--- config.mk ---
export PLATFORM = sky130hd
export DESIGN_NAME = pss_depth_mem
export DESIGN_NICKNAME = d
export VERILOG_FILES = /design/src/rtl/pss_depth_mem.sv
export SDC_FILE = /design/constraint.sdc
export NUM_CORES = 1
export LEC_CHECK = 0
export BUFFER_PORTS_ARGS = -buffer_cell sky130_fd_sc_hd__buf_2
export CAP_MARGIN = 25
export CORE_MARGIN = 2
export CORE_UTILIZATION = 44
export CTS_CLUSTER_SIZE = 10
export DETAILED_ROUTE_END_ITERATION = 16
export PLACE_DENSITY_LB_ADDON = 0.08
export SYNTH_ARGS = -nofsm -noshare
export SYNTH_HDL_FRONTEND = slang
export SYNTH_SLANG_ARGS = --single-unit
--- constraint.sdc ---
create_clock -name clk_i -period 2.6 [get_ports clk_i]
set_input_delay 0.13 -clock clk_i [delete_from_list [all_inputs] [get_ports clk_i]]
set_output_delay 0.13 -clock clk_i [all_outputs]
set_load 0.01 [all_outputs]
--- src/rtl/pss_depth_mem.sv ---
module pss_depth_mem #(
  parameter int DEPTH  = 64,
  parameter int ADDR_W = 6,
  parameter int WIDTH  = 5
) (
  input  logic              clk_i,
  input  logic              en_i,
  input  logic              we_i,
  input  logic [ADDR_W-1:0] addr_i,
  input  logic [WIDTH-1:0]  wdata_i,
  output logic [WIDTH-1:0]  rdata_o
);

  logic [WIDTH-1:0] mem_q [DEPTH];
  logic [WIDTH-1:0] rdata_q;

  always_ff @(posedge clk_i) begin
    if (en_i) begin
      if (we_i) begin
        mem_q[addr_i] <= wdata_i;
      end else begin
        rdata_q <= mem_q[addr_i];
      end
    end
  end

  assign rdata_o = rdata_q;

endmodule

Word level (Yosys, flattened, before mapping)
Memory sizes are Yosys's and may differ from the RTL's. A register that Yosys moved wholly into a read port is not among the register bits.
Index checks and enable logic that the tools add are counted.
{ "classes": {"muxes": 3, "n_bitwise": 1, "reduce_logical": 1} }
{ "op_table": {"columns": ["op", "count"], "rows": [
  ["1-bit two-way mux", 3],
  ["2-bit AND reduction", 1],
  ["1-bit inverter", 1]
]} }
{ "totals": {"register_bits": 0, "ramBits": 320, "input_bits": 14, "output_inout_bits": 5, "wordCells": 6, "memories": 1} }
{ "memory_table": {"columns": ["memory", "words", "width", "rd", "rd_clocked_by_memory_dff", "wr", "line_no", "source"], "rows": [
  ["mem_q", 64, 5, 1, 1, 1, "14", "logic [WIDTH-1:0] mem_q [DEPTH];"]
]} }

Longest topological paths before layout
Gate-level depths: netlist of run 1.
{ "logic_depth": {"ltp_word": 3, "ltp_mapped": 9, "depth_no_buf": 5} }

Worst setup path before layout of run 1
No wires, ideal clock.
{ "synth_path": {"path_kind": "in2reg", "from": "input port addr_i[2]", "to": "register rdata_q[2] (netlist: rdata_o[2]) (read register of mem_q) (data pin)", "setup_ps": 280, "t_arrival_ps": 1709, "t_required_ps": 2320, "setup_slack_ps": 611, "cell_stages": 8, "path_buffers": 3, "path_cell_list": "buf_2 -> buf_2 -> buf_2 -> mux2_2 -> a22oi_1 -> a31oi_1 -> a2111oi_0 -> nand4_1"} }
{ "synth_lines": {"columns": ["element", "line_no", "source"], "rows": [
  ["start, declared", "9", "input logic [ADDR_W-1:0] addr_i,"],
  ["end, declared", "15", "logic [WIDTH-1:0] rdata_q;"]
]} }

==> metrics.md, run 1 <==
| Metric | Value |
|---|---|
| Footprint of the multi-input gates | 3000 sq um |
| Post-Synth XOR/XNOR Area | 0% |
| NetSw | 2.33 mW |
| Clock Power Share | 42.0% |
| Ratio of cells with drive above 1 in the final layout | 20.2% |
| Via count | 7716 |
| Commonest non-fill, non-tap cell in the layout | edfxtp_1 |
| First-pass GRT wire length | 54100 microns |
| P_leak | 4.82 nW |
| WP data required | 2.85 ns |
| DRT Pass-1 Iters | 5 |
| Boundary Pins | 19 |
| Seq pwr share | 52.2% |
| Fraction of registers with async set/reset | 0% |
| Measured slew at the worst slew-check pin | 1.01 ns |
| WP buf/inv | 0 |
| FF+latch area | 9760 sq um |
| Sw Ratio | 21.0% |
| Max Cap Viol | 0 |
| Sequential share of the synthesized area | 74.9% |
| Place WS | -0.0594 ns |
| Final instance area | 15000 sq um |
| Vias in the first global route | 7798 |
| Crit Path Category | flip-flop to flip-flop |
| Critical path depth | 5 |
| PnR Total Power | 11.1 mW |
| GR Overflow Total | 0 |
| Synth Area per Inst | 16.7 sq um |
| Post-route clock period utilization | 90.6% |
| Worst Path Arrival | 2.60 ns |
| Comb power frac | 5.8% |
| HPWL after DPL | 24200 microns |
| VDD IR-drop max | 0.000396 V |
| Clock root buffer | clkbuf_16 |
| Core Region | 28900 sq um |
| Max Buffers Root-to-Sink | 3 |
| Via density per instance | 6.24 |
| # diodes | 0 |
| P_int | 8.79 mW |
| Simple-gate share of the synthesized area | 6.73% |
| Min-delay worst type | primary input to flip-flop |
| Final setup fails | 0 |
| Die Wd | 176 microns |
| Num CTS Buffers | 38 |
| Initial core utilization | 45.0% |
| Post-DRT Antenna Nets | 0 |
| CTS tree | done |
| Unrepaired setup endpoints after global routing | false |
| Hold Crit Depth | 2 |
| Fin Clk Skew | 0.00999 ns |
| Final Non-Filler Cells | 1236 |
| Pin count of the biggest net entering global routing | 65 |
| Placed cell count | 1191 |
| P&R area growth vs syn | 15.0% |
| Number of synthesized flops with an enable pin | 325 |
| Relative slew slack | 32.7% |
| Clock Sinks | 325 |
| Compound-Gate Fraction of Synth Area | 8.90% |
| Gr usage total | 24.2% |
| CP max FO | 1 |
| Crit. End Element | flip-flop |
| Post-synth top flop | edfxtp_1 |
| Status | complete, no violations |
| Starting DRT DRC Count | 919 |
| H-tree depth | 2 |
| Mapped cell area | 13000 sq um |
| Reg2Reg Depth | 5 |
| Hold-fix buffers, CTS | 0 |
| Fmax | 425 MHz |
| Final slew viol count | 0 |
| Syn nets | 794 |
| Tmin final | 2.36 ns |
| PnR worst setup slack | 0.244 ns |
| Count of different cell masters after synthesis | 56 |
| Die Y | 176 microns |
| Slowest CP cell | or4b_1 |
| Die area | 31000 sq um |
| Placed cell areas | 13900 sq um |
| Post-DR wirelength/cell | 29.6 microns |
| Post-Syn Instances | 780 |
| Worst setup SP type | flip-flop |
| Initial antenna violation count | 0 |
| Clock latency on the worst-skew pair | 0.52 ns |
| Layout net count | 861 |
| Total Negative Setup Slacks | 0 ns |
| Drt total wl | 36600 microns |
| Cell Pwr Density | 742 nW/um^2 |
| Setup bufs post-CTS | 0 |
| CP delay by family, top | multiplexers |
| Cts repair resizes | 0 |
| # fillers | 2386 |
| Post-synthesis mux area share | 7.38% |
| Number of I/O port buffers | 18 |
| Largest family of logic cells by synthesized area | compound AO/OA/AOI/OAI gates |
| Critical path cell sequence | mux4_1, mux2i_1, o22a_1, o21ai_0, or4b_1 |
| DRC Markers | 0 |
| Row count | 62 |
| Final hold vios | 0 |
| Commonest cells after routing, fill and taps aside | edfxtp_1 (325), nor2_1 (77), buf_4 (57) |
| Synth warn | 0 |
| Slowest stage delay, CP | 0.59 ns |
| Clk slew on worst S/H paths | 0.06 ns |
| Synth Area in Adders | 0% |
| GPL Wtd Cong | 0.914 |
| Synth Register Bits | 325 |
[area by class of cell]
type | instances | area share (%)
inverter | 4 | 0.100
timing repair buffer | 82 | 4.59
tap | 384 | 3.21
sequential | 325 | 65.1
clock buffer | 44 | 6.92
clock inverter | 1 | 0.0251
multi-input combinational | 396 | 20.0
[cells in the mapped netlist (all sizes together) (2+ instances only)]
master	n	share of area [%]
inv	3	0.086
a221o	9	0.69
edfxtp	325	75
nand2b	9	0.43
o22ai	9	0.43
o22a	4	0.27
a2111oi	4	0.28
and2	3	0.14
nand3b	11	0.63
o21bai	2	0.12
nor2	78	2.2
nor3b	8	0.46
o21ai	12	0.46
and3b	2	0.13
nor2b	6	0.29
and3	8	0.38
a22oi	37	2.1
a31oi	3	0.14
nand4	3	0.14
a21oi	19	0.73
a22o	9	0.61
or3b	5	0.34
a211o	3	0.20
nor3	5	0.19
mux4	21	3.7
a221oi	22	1.5
mux2	21	1.8
o221ai	8	0.54
buf	31	1.3
nand3	6	0.23
nand2	28	0.81
o2bb2ai	3	0.20
mux2i	24	1.8
clkbuf	24	0.69
[state kept, by name, indices dropped and copies added, names as in the netlist]
register	cells
mem_q	320
rdata_o	5
[cells by family (layout without fill, tap and decap cells)]
logic type	after synthesis	count (layout)
muxes	66	66
buffers and inverters	59	131
AOI/OAI and AO/OA	153	153
and+or+nand+nor	177	177
DFF	325	325
[final timing paths]
kind,startpoint,endpoint,slack (ns)
max,mem_q[50][3]$_DFFE_PP_,rdata_o[3]$_DFFE_PP_,0.24
min,we_i,rdata_o[2]$_DFFE_PP_,0.07
max reg2reg,mem_q[50][3]$_DFFE_PP_,rdata_o[3]$_DFFE_PP_,0.24
min reg2reg,mem_q[37][4]$_DFFE_PP_,rdata_o[4]$_DFFE_PP_,0.81
[power groups by stage]
| stage | combinational [mW] | clock, mW | sequential, mW |
|---|---|---|---|
| 2_1_floorplan | 0.317 | 0 | 5.91 |
| 3_3_place_gp | 0.643 | 0 | 5.91 |
| 3_5_place_dp | 0.645 | 0 | 5.91 |
| 4_1_cts | 0.646 | 4.71 | 5.81 |
| 5_1_grt | 0.687 | 4.90 | 5.80 |
| 6_report | 0.648 | 4.67 | 5.81 |
[worst reg2reg max path, cell delays in order (launching register included)]
cell and delay (ns):
edfxtp_1 0.38, mux4_1 0.54, mux2i_1 0.24, o22a_1 0.16, o21ai_0 0.17, or4b_1 0.59
[per-stage QoR]
| step | utilization [%] | hold slack [ns] |
|---|---|---|
| 2_1_floorplan | - | 0.229 |
| 3_3_place_gp | 48.2 | 0.578 |
| 3_5_place_dp | 48.2 | 0.580 |
| 4_1_cts | 51.8 | 0.0460 |
| 5_1_grt | 51.8 | 0.0616 |
| 6_report | 51.8 | 0.0716 |
[routing by layer]
metal	share of wire, %	vias up	track usage [%]
met5	0	-	0
met4	3.4	0	8.82
met3	7.9	72	4.22
met2	46	373	37.0
met1	43	4007	35.1
li1	-	3264	-
(Power assumes the default switching activity.)
==> inputs of run 2 (changes only) <==
==> constraint.sdc (replaced) <==
create_clock -name clk_i -period 2.3 [get_ports clk_i]
set_input_delay 0.115 -clock clk_i [delete_from_list [all_inputs] [get_ports clk_i]]
set_output_delay 0.115 -clock clk_i [all_outputs]
set_load 0.1 [all_outputs]
==> metrics.md, run 2 (synthesis results as in run 1) <==
| Metric | Value |
|---|---|
| Status | complete, no violations |
| Num CTS Buffers | 39 (+2.6%) |
| Crit. End Element | flip-flop |
| GR peak layer | met2 |
| DRC Markers | 0 (unchanged) |
| Comb power frac | 6.3% (+0.5 points) |
| Cell Pwr Density | 828 nW/um^2 (+12%) |
| Final instance area | 15500 sq um (+3.2%) |
| DRT Pass-1 Iters | 6 (+1) |
| Min-delay worst type | primary input to flip-flop |
| Unrepaired setup endpoints after global routing | false |
| Met3 Use GR | 5.36% (+1.1 points) |
| Crit Path Category | flip-flop to flip-flop |
| Boundary Pins | 19 (unchanged) |
| Final setup fails | 0 (unchanged) |
| Total Negative Setup Slacks | 0 ns (unchanged) |
| Clk slew on worst S/H paths | 0.06 ns (about the same) |
| Number of I/O port buffers | 18 (unchanged) |
| Max FFs per register | 320 (unchanged) |
| Commonest cells after routing, fill and taps aside | edfxtp_1 (325), buf_4 (109), nor2_1 (77) |
| Core Region | 28900 sq um (unchanged) |
| Final hold vios | 0 (unchanged) |
| Reg2Reg Depth | 5 (unchanged) |
| Sw Ratio | 21.1% (+0.18 points) |
| Placed cell count | 1245 (+4.5%) |
| HPWL after DPL | 24600 microns (+1.6%) |
| WP data required | 2.55 ns (-0.30 ns) |
| GRT met2 Usage | 38.3% (+1.3 points) |
| Most flops, register | mem_q |
| Initial antenna violation count | 2 (+2) |
| Via count | 7790 (+0.96%) |
| Relative slew slack | 48.0% (+15 points) |
| Clock Power Share | 42.4% (+0.4 points) |
| Commonest non-fill, non-tap cell in the layout | edfxtp_1 |
| GR Overflow Total | 0 (unchanged) |
| Post-DRT Antenna Nets | 0 (unchanged) |
| Max Cap Viol | 0 (unchanged) |
| Fmax | 448 MHz (+5.6%) |
| CP max FO | 1 (unchanged) |
| Vias in the first global route | 8084 (+3.7%) |
| Ratio of cells with drive above 1 in the final layout | 25.2% (+5.0 points) |
| Clock root buffer | clkbuf_16 |
| Final slew viol count | 0 (unchanged) |
| Die Wd | 176 microns (unchanged) |
| P&R area growth vs syn | 18.7% |
| Final core utilization | 53.4% (+1.6 points) |
| Clock latency on the worst-skew pair | 0.52 ns (about the same) |
| Gr usage total | 24.4% (+0.17 points) |
| Met1 Use GR | 33.5% (-1.6 points) |
| Hold Crit Depth | 2 (unchanged) |
| Row count | 62 (unchanged) |
| Drt total wl | 36700 microns (+0.31%) |
| Starting DRT DRC Count | 972 (+5.8%) |
| Tmin final | 2.23 ns (-0.124 ns) |
| Post-DR wirelength/cell | 28.3 microns (-4.3%) |
| Seq pwr share | 51.3% (-0.9 points) |
| Measured slew at the worst slew-check pin | 0.774 ns (-0.233 ns) |
| Fin Clk Skew | 0.0103 ns (+0.000301 ns) |
| First-pass GRT wire length | 54200 microns (+0.13%) |
| Pin count of the biggest net entering global routing | 65 (unchanged) |
| Initial core utilization | 45.0% (unchanged) |
| Post-route clock period utilization | 97.0% (+6.4 points) |
| Worst Path Arrival | 2.48 ns (-0.12 ns) |
| NetSw | 2.70 mW (+16%) |
| Layout net count | 916 (+6.4%) |
| Final Non-Filler Cells | 1295 (+4.8%) |
| P_int | 10.1 mW (+15%) |
| Die area | 31000 sq um (unchanged) |
| Die Y | 176 microns (unchanged) |
| GPL Wtd Cong | 0.945 (+3.4%) |
| Placed cell areas | 14400 sq um (+3.1%) |
| H-tree depth | 2 (unchanged) |
| Clock Sinks | 325 (unchanged) |
| CTS tree | done |
| Worst setup SP type | flip-flop |
| VDD IR-drop max | 0.000432 V (+9.3%) |
| Hold-fix buffers, CTS | 0 (unchanged) |
| P_leak | 5.12 nW (+6.3%) |
| Via density per instance | 6.02 (-3.6%) |
| Max Buffers Root-to-Sink | 3 (unchanged) |
==> run 2: changes by cell type in the layout (fill, tap and decap cells not counted), sizes merged <==
| cell | previous run | this run |
|---|---|---|
| buf | 82 | 136 |
| clkinv | 2 | 5 |
| diode | 0 | 1 |
| bufinv | 0 | 1 |
==> run 2: path summary, 6_finish.rpt <==
check	slack (ns)	end	start
setup / recovery	0.07	rdata_o[0]$_DFFE_PP_	mem_q[4][0]$_DFFE_PP_
hold / removal	0.04	rdata_o[3]$_DFFE_PP_	we_i
setup reg to reg	0.07	rdata_o[0]$_DFFE_PP_	mem_q[4][0]$_DFFE_PP_
hold reg to reg	0.82	rdata_o[4]$_DFFE_PP_	mem_q[37][4]$_DFFE_PP_
==> run 2: stage by stage <==
step	power, mW	worst slack, ns	hold slack, ns
after global routing	13.1	0.00879	0.0350
after CTS	12.9	0.0521	0.0196
after global placement	7.47	-0.231	0.560
after floorplan	7.08	0.326	0.214
after detailed placement	7.48	-0.250	0.558
final	12.8	0.0683	0.0374
==> run 2: layout make-up <==
type | count | area, sq um
Antenna cell | 1 | 2.50
Clock buffer | 44 | 1040
Clock inverter | 5 | 45.0
Fill cell | 2283 | 13500
Inverter | 4 | 15.0
Multi-Input combinational cell | 396 | 3000
Sequential cell | 325 | 9760
Tap cell | 384 | 480
Timing Repair Buffer | 136 | 1120
==> run 2: power groups by stage <==
stage | logic [mW] | clock network, mW | registers [mW]
after floorplan | 0.359 | 0 | 6.72
after global placement | 0.789 | 0 | 6.68
after detailed placement | 0.800 | 0 | 6.68
after CTS | 0.805 | 5.52 | 6.56
after global routing | 0.854 | 5.73 | 6.56
final | 0.806 | 5.43 | 6.56
==> run 2: critical path: stages, from the launching register on <==
cell,delay [ns]
edfxtp_1,0.41
mux2_4,0.29
a221o_1,0.32
a221o_1,0.38
a2111oi_1,0.44
nand4b_1,0.13
==> run 2: routing by layer <==
| metal | up-vias | share of wire [%] |
|---|---|---|
| li1 | 3379 | - |
| met5 | - | 0 |
| met3 | 77 | 7.6 |
| met4 | 0 | 3.5 |
| met2 | 341 | 47 |
| met1 | 3993 | 42 |
==> run 2: timing repair <==
action / CTS / global route
endpoints found under the hold margin: 0 / 0
resized for setup: 2 / 1
setup endpoints to repair: 1 / 1
setup buffers: 0 / 0
==> inputs of run 3 (changes only) <==
==> constraint.sdc (replaced) <==
create_clock -name clk_i -period 2.5 [get_ports clk_i]
set_input_delay 0.125 -clock clk_i [delete_from_list [all_inputs] [get_ports clk_i]]
set_output_delay 0.125 -clock clk_i [all_outputs]
set_load 0.1 [all_outputs]
==> metrics.md, run 3 (synthesis results as in run 1) <==
| Metric | Value |
|---|---|
| Crit Path Category | flip-flop to flip-flop |
| Num CTS Buffers | 39 (unchanged) |
| Initial antenna violation count | 0 (-2) |
| P_leak | 4.90 nW (-4.4%) |
| Die Y | 176 microns (unchanged) |
| Unrepaired setup endpoints after global routing | false |
| Tmin final | 2.28 ns (+0.0513 ns) |
| Die area | 31000 sq um (unchanged) |
| Post-DR wirelength/cell | 28.8 microns (+1.6%) |
| Post-DRT Antenna Nets | 0 (unchanged) |
| Final setup fails | 0 (unchanged) |
| Setup bufs post-CTS | 0 (unchanged) |
| P&R area growth vs syn | 15.8% |
| Via count | 7680 (-1.4%) |
| Row count | 62 (unchanged) |
| Total Negative Setup Slacks | 0 ns (unchanged) |
| Relative slew slack | 37.5% (-10 points) |
| Commonest non-fill, non-tap cell in the layout | edfxtp_1 |
| Final core utilization | 52.2% (-1.3 points) |
| Met1 Use GR | 33.0% (-0.54 points) |
| Layout net count | 877 (-4.3%) |
| HPWL after DPL | 23700 microns (-3.9%) |
| GRT met2 Usage | 38.1% (-0.21 points) |
| Clock Sinks | 325 (unchanged) |
| Cts repair resizes | 0 (-2) |
| Via density per instance | 6.13 (+2.0%) |
| Boundary Pins | 19 (unchanged) |
| Worst Path Arrival | 2.53 ns (+0.05 ns) |
| PnR Total Power | 11.6 mW (-9.3%) |
| Number of I/O port buffers | 18 (unchanged) |
| WP data required | 2.74 ns (+0.19 ns) |
| Initial core utilization | 45.0% (unchanged) |
| Gr usage total | 23.9% (-0.49 points) |
| Ratio of cells with drive above 1 in the final layout | 21.7% (-3.5 points) |
| GR Overflow Total | 0 (unchanged) |
| Die Wd | 176 microns (unchanged) |
| Fin Clk Skew | 0.0106 ns (+0.000304 ns) |
| First-pass GRT wire length | 53700 microns (-0.89%) |
| Min-delay worst type | primary input to flip-flop |
| CP max FO | 1 (unchanged) |
| Post-route clock period utilization | 91.3% (-5.7 points) |
| # diodes | 0 (-1) |
| Commonest cells after routing, fill and taps aside | edfxtp_1 (325), nor2_1 (77), buf_4 (73) |
| Drt total wl | 36000 microns (-1.7%) |
| Starting DRT DRC Count | 820 (-16%) |
| Clock root buffer | clkbuf_16 |
| Cell Pwr Density | 769 nW/um^2 (-7.1%) |
| VDD IR-drop max | 0.000488 V (+13%) |
| Vias in the first global route | 7890 (-2.4%) |
| GPL Wtd Cong | 0.895 (-5.3%) |
| Worst setup SP type | flip-flop |
| DRC Markers | 0 (unchanged) |
| Final slew viol count | 0 (unchanged) |
| Crit. End Element | flip-flop |
| Final hold vios | 0 (unchanged) |
| Core Region | 28900 sq um (unchanged) |
| Pin count of the biggest net entering global routing | 65 (unchanged) |
| Max Buffers Root-to-Sink | 3 (unchanged) |
| CTS tree | done |
| DRT Pass-1 Iters | 5 (-1) |
| Max FFs per register | 320 (unchanged) |
| Most flops, register | mem_q |
| Fmax | 438 MHz (-2.2%) |
| Max Cap Viol | 0 (unchanged) |
| Hold-fix buffers, CTS | 0 (unchanged) |
| H-tree depth | 2 (unchanged) |
| Met3 Use GR | 4.61% (-0.75 points) |
| Measured slew at the worst slew-check pin | 0.935 ns (+0.161 ns) |
| GR peak layer | met2 |
| Status | complete, no violations |
| Clock latency on the worst-skew pair | 0.51 ns (about the same) |
| Clk slew on worst S/H paths | 0.05 ns (about the same) |
-- run 3: changes by cell type in the layout (fill, tap and decap cells not counted), sizes merged --
cell    change
buf        -39
diode       -1
clkinv      -1
bufinv      -1
inv         +1
clkbuf      -2
-- run 3: final cells by class --
type                            instances  area, sq um
Fill cell                            2343        13800
Sequential cell                       325         9760
Multi-Input combinational cell        396         3000
Clock buffer                           42         1030
Timing Repair Buffer                   97          788
Tap cell                              384          480
Clock inverter                          4         20.0
Inverter                                4         15.0
-- run 3: final timing paths --
kind         cells after the start              startpoint  slack [ns]                   end
min                              2                    we_i        0.07  rdata_o[2]$_DFFE_PP_
max reg2reg                      5   mem_q[1][3]$_DFFE_PP_        0.22  rdata_o[3]$_DFFE_PP_
min reg2reg                      4  mem_q[32][4]$_DFFE_PP_        0.78  rdata_o[4]$_DFFE_PP_
max                              5   mem_q[1][3]$_DFFE_PP_        0.22  rdata_o[3]$_DFFE_PP_
-- run 3: through the flow --
step | cells | hold slack [ns] | area [sq um] | setup WS [ns]
floorplan | 780 | 0.224 | 13000 | 0.516
global placement | 1206 | 0.569 | 14000 | -0.0540
detailed placement | 1206 | 0.577 | 14000 | -0.0143
CTS | 1252 | 0.0519 | 15100 | 0.253
global route | 1252 | 0.0502 | 15100 | 0.161
finish | 1252 | 0.0661 | 15100 | 0.217
-- run 3: routing by layer --
metal  wire (microns)  vias to the layer above  part of all wire, %
met5                0                        -                    0
met4             1250                        0                  3.5
met3             2380                       81                  6.6
met2            17100                      328                   47
met1            15300                     3971                   43
li1                 -                     3300                    -
-- run 3: worst max-delay path: stages, from the launching register on --
cell	delay, ns
edfxtp_1	0.44
mux2_2	0.33
a221oi_1	0.32
a21oi_1	0.06
o21ai_0	0.39
or4b_1	0.48
-- run 3: report_power, final --
| group | internal (mW) | switching, mW |
|---|---|---|
| logic | 0.241 | 0.473 |
| registers | 6.03 | 0.00981 |
| clock network | 2.88 | 1.97 |
